<file path="src/rtl/bia_pkg.sv">
// Shared types and constants of the bitmap identifier allocator.
package bia_pkg;

  // Field widths fixed by the word formats
  localparam int ID_W   = 16;
  localparam int CNT_W  = 14;
  localparam int CIDX_W = 8;

  // Configuration register indexes
  localparam logic [CIDX_W-1:0] CFG_BASE_ID  = 8'd0;
  localparam logic [CIDX_W-1:0] CFG_ID_COUNT = 8'd1;

  // Register values after reset
  localparam logic [ID_W-1:0]  BASE_ID_RST  = 16'd300;
  localparam logic [CNT_W-1:0] ID_COUNT_RST = 14'd4701;

  // Result codes
  typedef enum logic [1:0] {
    ST_ALLOCATED = 2'd0,
    ST_NONE_FREE = 2'd1,
    ST_RELEASED  = 2'd2,
    ST_INVALID   = 2'd3
  } status_t;

  typedef struct packed {
    logic            req_type;
    logic [ID_W-1:0] id_in;
  } in_word_t;

  typedef struct packed {
    logic [ID_W-1:0] id_out;
    status_t         status;
  } out_word_t;

  typedef struct packed {
    logic [CIDX_W-1:0] index;
    logic [ID_W-1:0]   value;
  } cfg_word_t;

  // Commands from the controller to the datapath
  typedef struct packed {
    logic in_ready;
    logic accept;
    logic scan_issue;
    logic set_none;
    logic wr_alloc;
    logic rel_div;
    logic rel_read;
    logic set_invalid;
    logic rel_write;
    logic load_out;
  } dp_cmd_t;

  // Status from the datapath to the controller
  typedef struct packed {
    logic in_valid;
    logic in_rel;
    logic iss_done;
    logic chk_valid;
    logic hit;
    logic in_range;
    logic out_free;
  } dp_stat_t;

endpackage

</file>
<file path="src/rtl/bia_ctrl.sv">
// Sequencing state machine of the bitmap identifier allocator.
module bia_ctrl import bia_pkg::*; (
  input  logic     clk,
  input  logic     rst_n,
  input  dp_stat_t stat,
  output dp_cmd_t  cmd
);

  typedef enum logic [2:0] {
    S_IDLE,
    S_SCAN,
    S_ALLOC,
    S_RDIV,
    S_RREAD,
    S_RWRITE,
    S_DONE
  } state_t;

  state_t state_r, state_nxt;

  // Command decode and next state
  always_comb begin
    cmd       = '0;
    state_nxt = state_r;
    case (state_r)
      S_IDLE: begin
        cmd.in_ready = 1'b1;
        cmd.accept   = stat.in_valid;
        if (stat.in_valid) begin
          state_nxt = stat.in_rel ? S_RDIV : S_SCAN;
        end
      end
      S_SCAN: begin
        cmd.scan_issue = !stat.hit && !stat.iss_done;
        cmd.set_none   = !stat.hit && stat.iss_done && !stat.chk_valid;
        if (stat.hit) begin
          state_nxt = S_ALLOC;
        end else if (stat.iss_done && !stat.chk_valid) begin
          state_nxt = S_DONE;
        end
      end
      S_ALLOC: begin
        cmd.wr_alloc = 1'b1;
        state_nxt    = S_DONE;
      end
      S_RDIV: begin
        cmd.rel_div = 1'b1;
        state_nxt   = S_RREAD;
      end
      S_RREAD: begin
        cmd.rel_read    = stat.in_range;
        cmd.set_invalid = !stat.in_range;
        state_nxt       = stat.in_range ? S_RWRITE : S_DONE;
      end
      S_RWRITE: begin
        cmd.rel_write = 1'b1;
        state_nxt     = S_DONE;
      end
      S_DONE: begin
        cmd.load_out = stat.out_free;
        if (stat.out_free) begin
          state_nxt = S_IDLE;
        end
      end
      default: begin
        state_nxt = S_IDLE;
      end
    endcase
  end

  // State register
  always_ff @(posedge clk) begin
    if (!rst_n) begin
      state_r <= S_IDLE;
    end else begin
      state_r <= state_nxt;
    end
  end

endmodule

</file>
<file path="config.mk">
export PLATFORM = sky130hd
export DESIGN_NAME = bia_ctrl
export DESIGN_NICKNAME = d
export VERILOG_FILES = /design/src/rtl/bia_pkg.sv /design/src/rtl/bia_ctrl.sv
export SDC_FILE = /design/constraint.sdc
export NUM_CORES = 1
export LEC_CHECK = 0
export BUFFER_PORTS_ARGS = -buffer_cell sky130_fd_sc_hd__buf_4
export CAP_MARGIN = 5
export CORE_AREA = 2 2 39 41
export DETAILED_ROUTE_END_ITERATION = 7
export DIE_AREA = 0 0 41 43
export HOLD_SLACK_MARGIN = 0.1
export SLEW_MARGIN = 20
export SYNTH_ARGS = -nofsm -noshare
export SYNTH_HDL_FRONTEND = slang
export SYNTH_SLANG_ARGS = --single-unit
</file>
<file path="constraint.sdc">
create_clock -name clk -period 3.9 [get_ports clk]
set_input_delay 0.195 -clock clk [delete_from_list [all_inputs] [get_ports clk]]
set_output_delay 0.195 -clock clk [all_outputs]
set_load 0.02 [all_outputs]
</file>
---- After elaboration in Yosys (flattened, before gate mapping) ----
Index checks and enable logic that the tools add are counted.
word-level totals
  flip-flop bits (word level) ............. 3
  bits of input ports ..................... 9
  output and inout bits ................... 10
  logic and storage cells ................. 35
cells by class
  eq/ne operators ......................... 9
  muxes and demuxes ....................... 14
  reductions and logical operators ........ 11
operators by type and width
  operator            number
  $pmux 3 s6          1
  $mux 3              4
  $mux 2              5
  $eq 3x3->1 const B  3
  $eq 3x2->1 const B  2
  $logic_and 1x1->1   4
  $logic_not 1->1     4
  $mux 1              4
  $ne 2x2->1 const B  2
  $eq 3x1->1 const B  1
  $logic_not 3->1     1
  $ne 3x3->1 const B  1
  $reduce_and 3->1    1
  $reduce_or 2->1     1

---- Longest topological paths before layout ----
Gate-level depths: netlist of run 1.
  depth after elaboration ................. 5
  mapped depth ............................ 5
  gate-level depth less buffers ........... 4

---- Worst setup path before layout of run 1 ----
No wires, ideal clock.
  path kind ............................... reg-to-output
  start point ............................. register state_r[0]
  end point ............................... output cmd[8] (netlist bit)
  data arrival time ....................... 1.335 ns
  required time ........................... 3.705 ns
  slack ................................... 2.370 ns
  stages on the path, launching flop included .. 4
  buffers on the path ..................... 1
  path through ............................ dfxtp_1 > buf_4 > nor3_1 > and2_1
RTL lines
  what                    line            RTL
  start, declared         bia_ctrl.sv:19  state_t state_r, state_nxt;
  start signal, assigned  bia_ctrl.sv:76  state_r <= state_nxt;
  end, declared           bia_ctrl.sv:6   output dp_cmd_t cmd

==> results of run 1 <==
[power groups by stage]
stage          combinational, mW  clock [mW]  sequential [mW]
2_1_floorplan              0.139           0           0.0547
3_3_place_gp               0.176           0           0.0774
3_5_place_dp               0.175           0           0.0777
4_1_cts                    0.175      0.0581           0.0772
5_1_grt                    0.191      0.0589           0.0808
6_report                   0.174      0.0575           0.0791
[area by class of cell]
cell class,instances,share of cell area (%)
Clock buffer,4,5.87
Inverter,2,1.68
Timing Repair Buffer,18,30.2
Multi-Input combinational cell,30,44.4
Tap cell,16,4.47
Sequential cell,3,13.4
[metrics by stage]
stage          setup slack [ns]  total power, mW  cells
4_1_cts                    2.23            0.310     73
5_1_grt                    2.15            0.331     73
3_5_place_dp               2.46            0.252     69
6_report                   2.21            0.310     73
2_1_floorplan              2.37            0.194     37
3_3_place_gp               2.46            0.253     69
[kinds of logic after synthesis]
family | after synthesis | synth area share [%]
DFF | 3 | 21.5
AOI/OAI and AO/OA | 9 | 21.1
and+or+nand+nor | 21 | 50.2
buffers and inverters | 4 | 7.18
[cell usage after synthesis]
| cell | number | area share, % |
|---|---|---|
| a21boi_0 | 2 | 5.4 |
| a21oi_1 | 2 | 3.6 |
| and2_1 | 2 | 4.5 |
| and3_1 | 2 | 4.5 |
| and4_2 | 1 | 3.6 |
| buf_2 | 1 | 1.8 |
| buf_4 | 1 | 2.7 |
| dfxtp_1 | 3 | 22 |
| inv_1 | 2 | 2.7 |
| nand2_1 | 1 | 1.3 |
| nand2b_1 | 1 | 2.2 |
| nand2b_4 | 1 | 4.9 |
| nand4bb_1 | 1 | 4.0 |
| nor2_1 | 5 | 6.7 |
| nor3_1 | 3 | 5.4 |
| nor4_1 | 1 | 2.2 |
| nor4b_1 | 1 | 3.1 |
| o2111ai_1 | 1 | 3.1 |
| o211ai_1 | 1 | 2.7 |
| o21ai_0 | 2 | 3.6 |
| o31ai_1 | 1 | 2.7 |
| or2b_1 | 1 | 2.7 |
| or4b_4 | 1 | 4.9 |
[layer usage]
layer	track usage (%)	routed length (um)	part of all wire (%)
met1	9.00	325	41
met2	15.3	407	51
met3	3.66	51	6.4
met4	12.0	13	1.6
met5	0	0	0
[final timing paths]
| check | start | to | slack, ns | cells past startpoint |
|---|---|---|---|---|
| max | state_r[0] | cmd[7] | 2.21 | 3 |
| min | rst_n | state_r[0] | 0.19 | 2 |
| max reg2reg | state_r[0] | state_r[1] | 2.43 | 4 |
| min reg2reg | state_r[2] | state_r[2] | 0.56 | 2 |
[critical path: cells and delay by family (launching register included)]
| family | cells | cell delay, ns |
|---|---|---|
| buffers and inverters | 1 | 0.14 |
| flip-flops | 1 | 0.49 |
| AND/OR/NAND/NOR | 2 | 0.62 |
==> impl_metrics.csv, run 1 <==
group,metric,value,unit
status,status,"completed",
global_routing,grt_pass1_wl,1140,um
clocking,cts_tree,"done",
sta,setup_viol,0,
placed_design,gp_congestion,0.718,
power_and_ir_drop,comb_power_share,56.0,%
route,post-route-drc-count,0,
setup_path,crit_fanout,10,
yosys,yosys_register_bits,3,
clocking,cts-htree-levels,1,
global_routing,grt_max_degree,15,
global_routing,grt_usage,10.2,%
route,wl,798,um
placed_design,place_hpwl,595,um
sta,layout_min_cycle_time,1.69,ns
run,maxCapViolCount,0,
final_layout,fin_nets,67,
die,ios,19,
sta,hold_viol_final,0,
clocking,cts.sinks,3,
final_layout,layout-drive-gt1-share,42.1,%
setup_path,cp_cell_sequence,"or4b_4 > nor2_1 > buf_4",
die,die_w,41,um
clocking,cts_made_buffers,3,
yosys,yosysWarnings,0,
route,first_iter_violations,2,
die,die_h,43,um
placed_design,place_area,422,um2
yosys,yosysSeqAreaShare,21.5,%
sta,max-slew-margin-rel,72.2,%
yosys,netlist_area,279,um2
final_layout,diodes,0,
clocking,cts_resized,0,
sta,worst_pin_slew,0.416,ns
min_path,min_path_type,"primary input to register",
setup_path,required,3.70,ns
power_and_ir_drop,netSwitchingFraction,46.8,%
sta,fin_skew,0.00260,ns
sta,finalMaxSlewViolations,0,
placed_design,io_buffer_count,18,
final_layout,final_util,32.4,%
sta,fin_tns_setup,0,ns
final_layout,seq_area,60.1,um2
power_and_ir_drop,clkPwrFrac,18.5,%
die,start_util,20.2,%
power_and_ir_drop,pwr-share-seq,25.5,%
setup_path,worst_ep_arrival_time,1.49,ns
setup_path,critical_path.endpoint_type,"output port",
power_and_ir_drop,leakage,0.207,nW
global_routing,globalRoute.totalOverflow,0,
clocking,clock_path_buffers,2,
final_layout,largest_reg_flops,3,
clocking,postCtsSetupBuffers,0,
route,drt_first_pass_iters,4,
yosys,ys_types,23,
final_layout,reg.largest.list,"state_r (3)",
die,rows,14,
yosys,synthCells,37,
clocking,clk_latency,0.24,ns
power_and_ir_drop,p_sw,0.145,mW
final_layout,filler_cell_count,158,
setup_path,slowest_stage,"or4b_4",
die,coreArea,1380,um2
power_and_ir_drop,powerDensity,692,nW/um2
die,fp.dieArea,1760,um2
yosys,synth.avg_cell_area,7.54,um2
clocking,cts_hold_buf,0,
global_routing,grt_pass1_vias,306,
sta,grt_setup_unrepaired,"false",
final_layout,multi_input_area,199,um2
route,ant_nets,0,
clocking,clk_pin_slew_worst_paths,0.04,ns
power_and_ir_drop,ir_drop,0.136,mV
setup_path,critPathMaxStageDelay,0.52,ns
route,wl_per_cell,10.9,um
setup_path,critPathKind,"register to output port",
setup_path,startpoint_type,"register",
route,vias,354,
final_layout,fin_area,448,um2
route,viasPerCell,4.85,
global_routing,grt_antenna_before_repair,0,
sta,finalHoldWorstSlack,0.193,ns
clocking,root_buffer,"clkbuf_4",
sta,fmax,0.593,GHz
final_layout,area_growth,60.5,%
final_layout,mostFrequentLayoutCell,"buf_4",
yosys,synth_fp_nets,46,
final_layout,max_flop_register,"state_r",
final_layout,final_cell_mix,"18 x buf_4, 5 x nor2_1, 3 x nor3_1, 3 x clkbuf_4, 3 x dfxtp_1",
sta,min_period_over_period,43.2,%
power_and_ir_drop,p_int,0.165,mW
(Power assumes the default switching activity.)
==> run 2, diff against run 1 <==
==> constraint.sdc (replaced) <==
create_clock -name clk -period 1.75 [get_ports clk]
set_input_delay 0.0875 -clock clk [delete_from_list [all_inputs] [get_ports clk]]
set_output_delay 0.0875 -clock clk [all_outputs]
set_load 0.02 [all_outputs]
==> impl_metrics.csv, run 2 (same netlist as run 1, synthesis figures left out) <==
group,metric,value,unit
sta,fin_tns_setup,0,ns
die,ios,19,
clocking,cts.sinks,3,
die,rows,14,
setup_path,critPathMaxStageDelay,0.52,ns
route,met1Wirelength,332,um
setup_path,required,1.66,ns
clocking,cts-htree-levels,1,
placed_design,place_hpwl,614,um
power_and_ir_drop,netSwitchingFraction,45.5,%
route,first_iter_violations,7,
global_routing,grt_antenna_before_repair,0,
setup_path,startpoint_type,"register",
power_and_ir_drop,comb_power_share,59.5,%
setup_path,critical_path.endpoint_type,"output port",
global_routing,grt_max_degree,11,
sta,hold_viol_final,0,
final_layout,mostFrequentLayoutCell,"buf_4",
route,top_layer,"met3",
sta,grt_setup_unrepaired,"false",
global_routing,grt_pass1_vias,293,
route,ant_nets,0,
power_and_ir_drop,powerDensity,1500,nW/um2
sta,setup_viol,0,
sta,fmax,0.644,GHz
final_layout,reg.largest.list,"state_r (3)",
setup_path,slowest_stage,"or4b_4",
placed_design,gp_congestion,0.731,
clocking,cts_tree,"done",
clocking,cts_made_buffers,3,
route,vias,349,
setup_path,critPathKind,"register to output port",
final_layout,largest_reg_flops,3,
route,wl_per_cell,10.3,um
final_layout,area_growth,66.8,%
sta,worst_pin_slew,0.306,ns
power_and_ir_drop,leakage,0.216,nW
setup_path,crit_buf_inv,1,
global_routing,globalRoute.totalOverflow,0,
final_layout,fin_nets,69,
clocking,clock_path_buffers,2,
die,die_w,41,um
route,wl_met2,360,um
sta,max-slew-margin-rel,79.4,%
sta,finalMaxSlewViolations,0,
die,coreArea,1380,um2
power_and_ir_drop,clkPwrFrac,17.6,%
sta,layout_min_cycle_time,1.55,ns
setup_path,crit_fanout,10,
setup_path,cp_cell_sequence,"or4b_4 > nor2_1 > buf_4",
sta,min_period_over_period,88.8,%
run,maxCapViolCount,0,
clocking,cts_resized,0,
placed_design,io_buffer_count,18,
sta,finalHoldWorstSlack,0.189,ns
final_layout,layout-drive-gt1-share,42.4,%
route,post-route-drc-count,0,
die,fp.dieArea,1760,um2
min_path,min_path_type,"primary input to register",
route,drt_first_pass_iters,4,
power_and_ir_drop,p_int,0.382,mW
die,die_h,43,um
die,start_util,20.2,%
setup_path,worst_ep_arrival_time,1.47,ns
final_layout,max_flop_register,"state_r",
route,wl,770,um
global_routing,grt_pass1_wl,1240,um
route,viasPerCell,4.65,
clocking,clk_latency,0.23,ns
power_and_ir_drop,pwr-share-seq,22.9,%
power_and_ir_drop,ir_drop,0.573,mV
global_routing,grt_usage,10.6,%
setup_path,worst_path_dominant_cell_family,"simple AND/OR/NAND/NOR gates",
final_layout,diodes,0,
power_and_ir_drop,power,0.700,mW
clocking,clk_pin_slew_worst_paths,0.04,ns
power_and_ir_drop,p_sw,0.318,mW
status,status,"completed",
final_layout,final_cell_mix,"19 x buf_4, 5 x nor2_1, 3 x nor3_1, 3 x clkbuf_4, 3 x dfxtp_1",
clocking,root_buffer,"clkbuf_4",
route,met3WireLength,76,um
sta,fin_skew,0.000459,ns
-- run 2: cell count changes in the layout (fill, tap and decap cells not counted), sizes merged --
| cell | before | now |
|---|---|---|
| buf | 18 | 19 |
| dlygate4sd3 | 0 | 1 |
-- run 2: worst paths after layout --
path,from,depth (start not counted),slack [ns],end
worst max-delay path,state_r[0],3,0.20,cmd[6]
worst min-delay path,stat[0],3,0.19,state_r[1]
worst max register to register,state_r[0],4,0.32,state_r[1]
worst min register to register,state_r[2],2,0.55,state_r[2]
-- run 2: power groups by stage --
| stage | registers, mW | logic, mW | clock network (mW) |
|---|---|---|---|
| 2_1_floorplan | 0.122 | 0.311 | 0 |
| 3_3_place_gp | 0.160 | 0.423 | 0 |
| 3_5_place_dp | 0.160 | 0.418 | 0 |
| 4_1_cts | 0.159 | 0.420 | 0.130 |
| 5_1_grt | 0.171 | 0.464 | 0.143 |
| 6_report | 0.161 | 0.417 | 0.123 |
-- run 2: final cells by class --
| class | count | area (um2) |
|---|---|---|
| Tap cell | 16 | 20.0 |
| Timing Repair Buffer | 20 | 153 |
| Clock buffer | 4 | 26.3 |
| Fill cell | 144 | 918 |
| Sequential cell | 3 | 60.1 |
| Multi-Input combinational cell | 30 | 199 |
| Inverter | 2 | 7.51 |
-- run 2: layer usage --
layer  global-route usage (%)  up-vias
li1                         -      180
met1                     14.4      157
met2                     13.4       12
met3                     6.28        0
met4                     4.00        0
met5                        0        -
-- run 2: through the flow --
step	setup slack, ns	area (um2)	std cells	util, %
final	0.196	465	75	33.6
after floorplan	0.328	279	37	-
after CTS	0.189	465	75	33.6
after global routing	0.0832	465	75	33.6
after global placement	0.329	429	70	31.0
after detailed placement	0.327	429	70	31.0
-- run 2: worst min-delay path, cell delays in order --
cell and delay (ns):
buf_4 0.09, nand4bb_1 0.13, a21oi_1 0.06
-- run 2: repair_timing --
action	in CTS	in global routing
hold endpoints to repair	1	0
hold buffers	1	0
buffers inserted	0	0
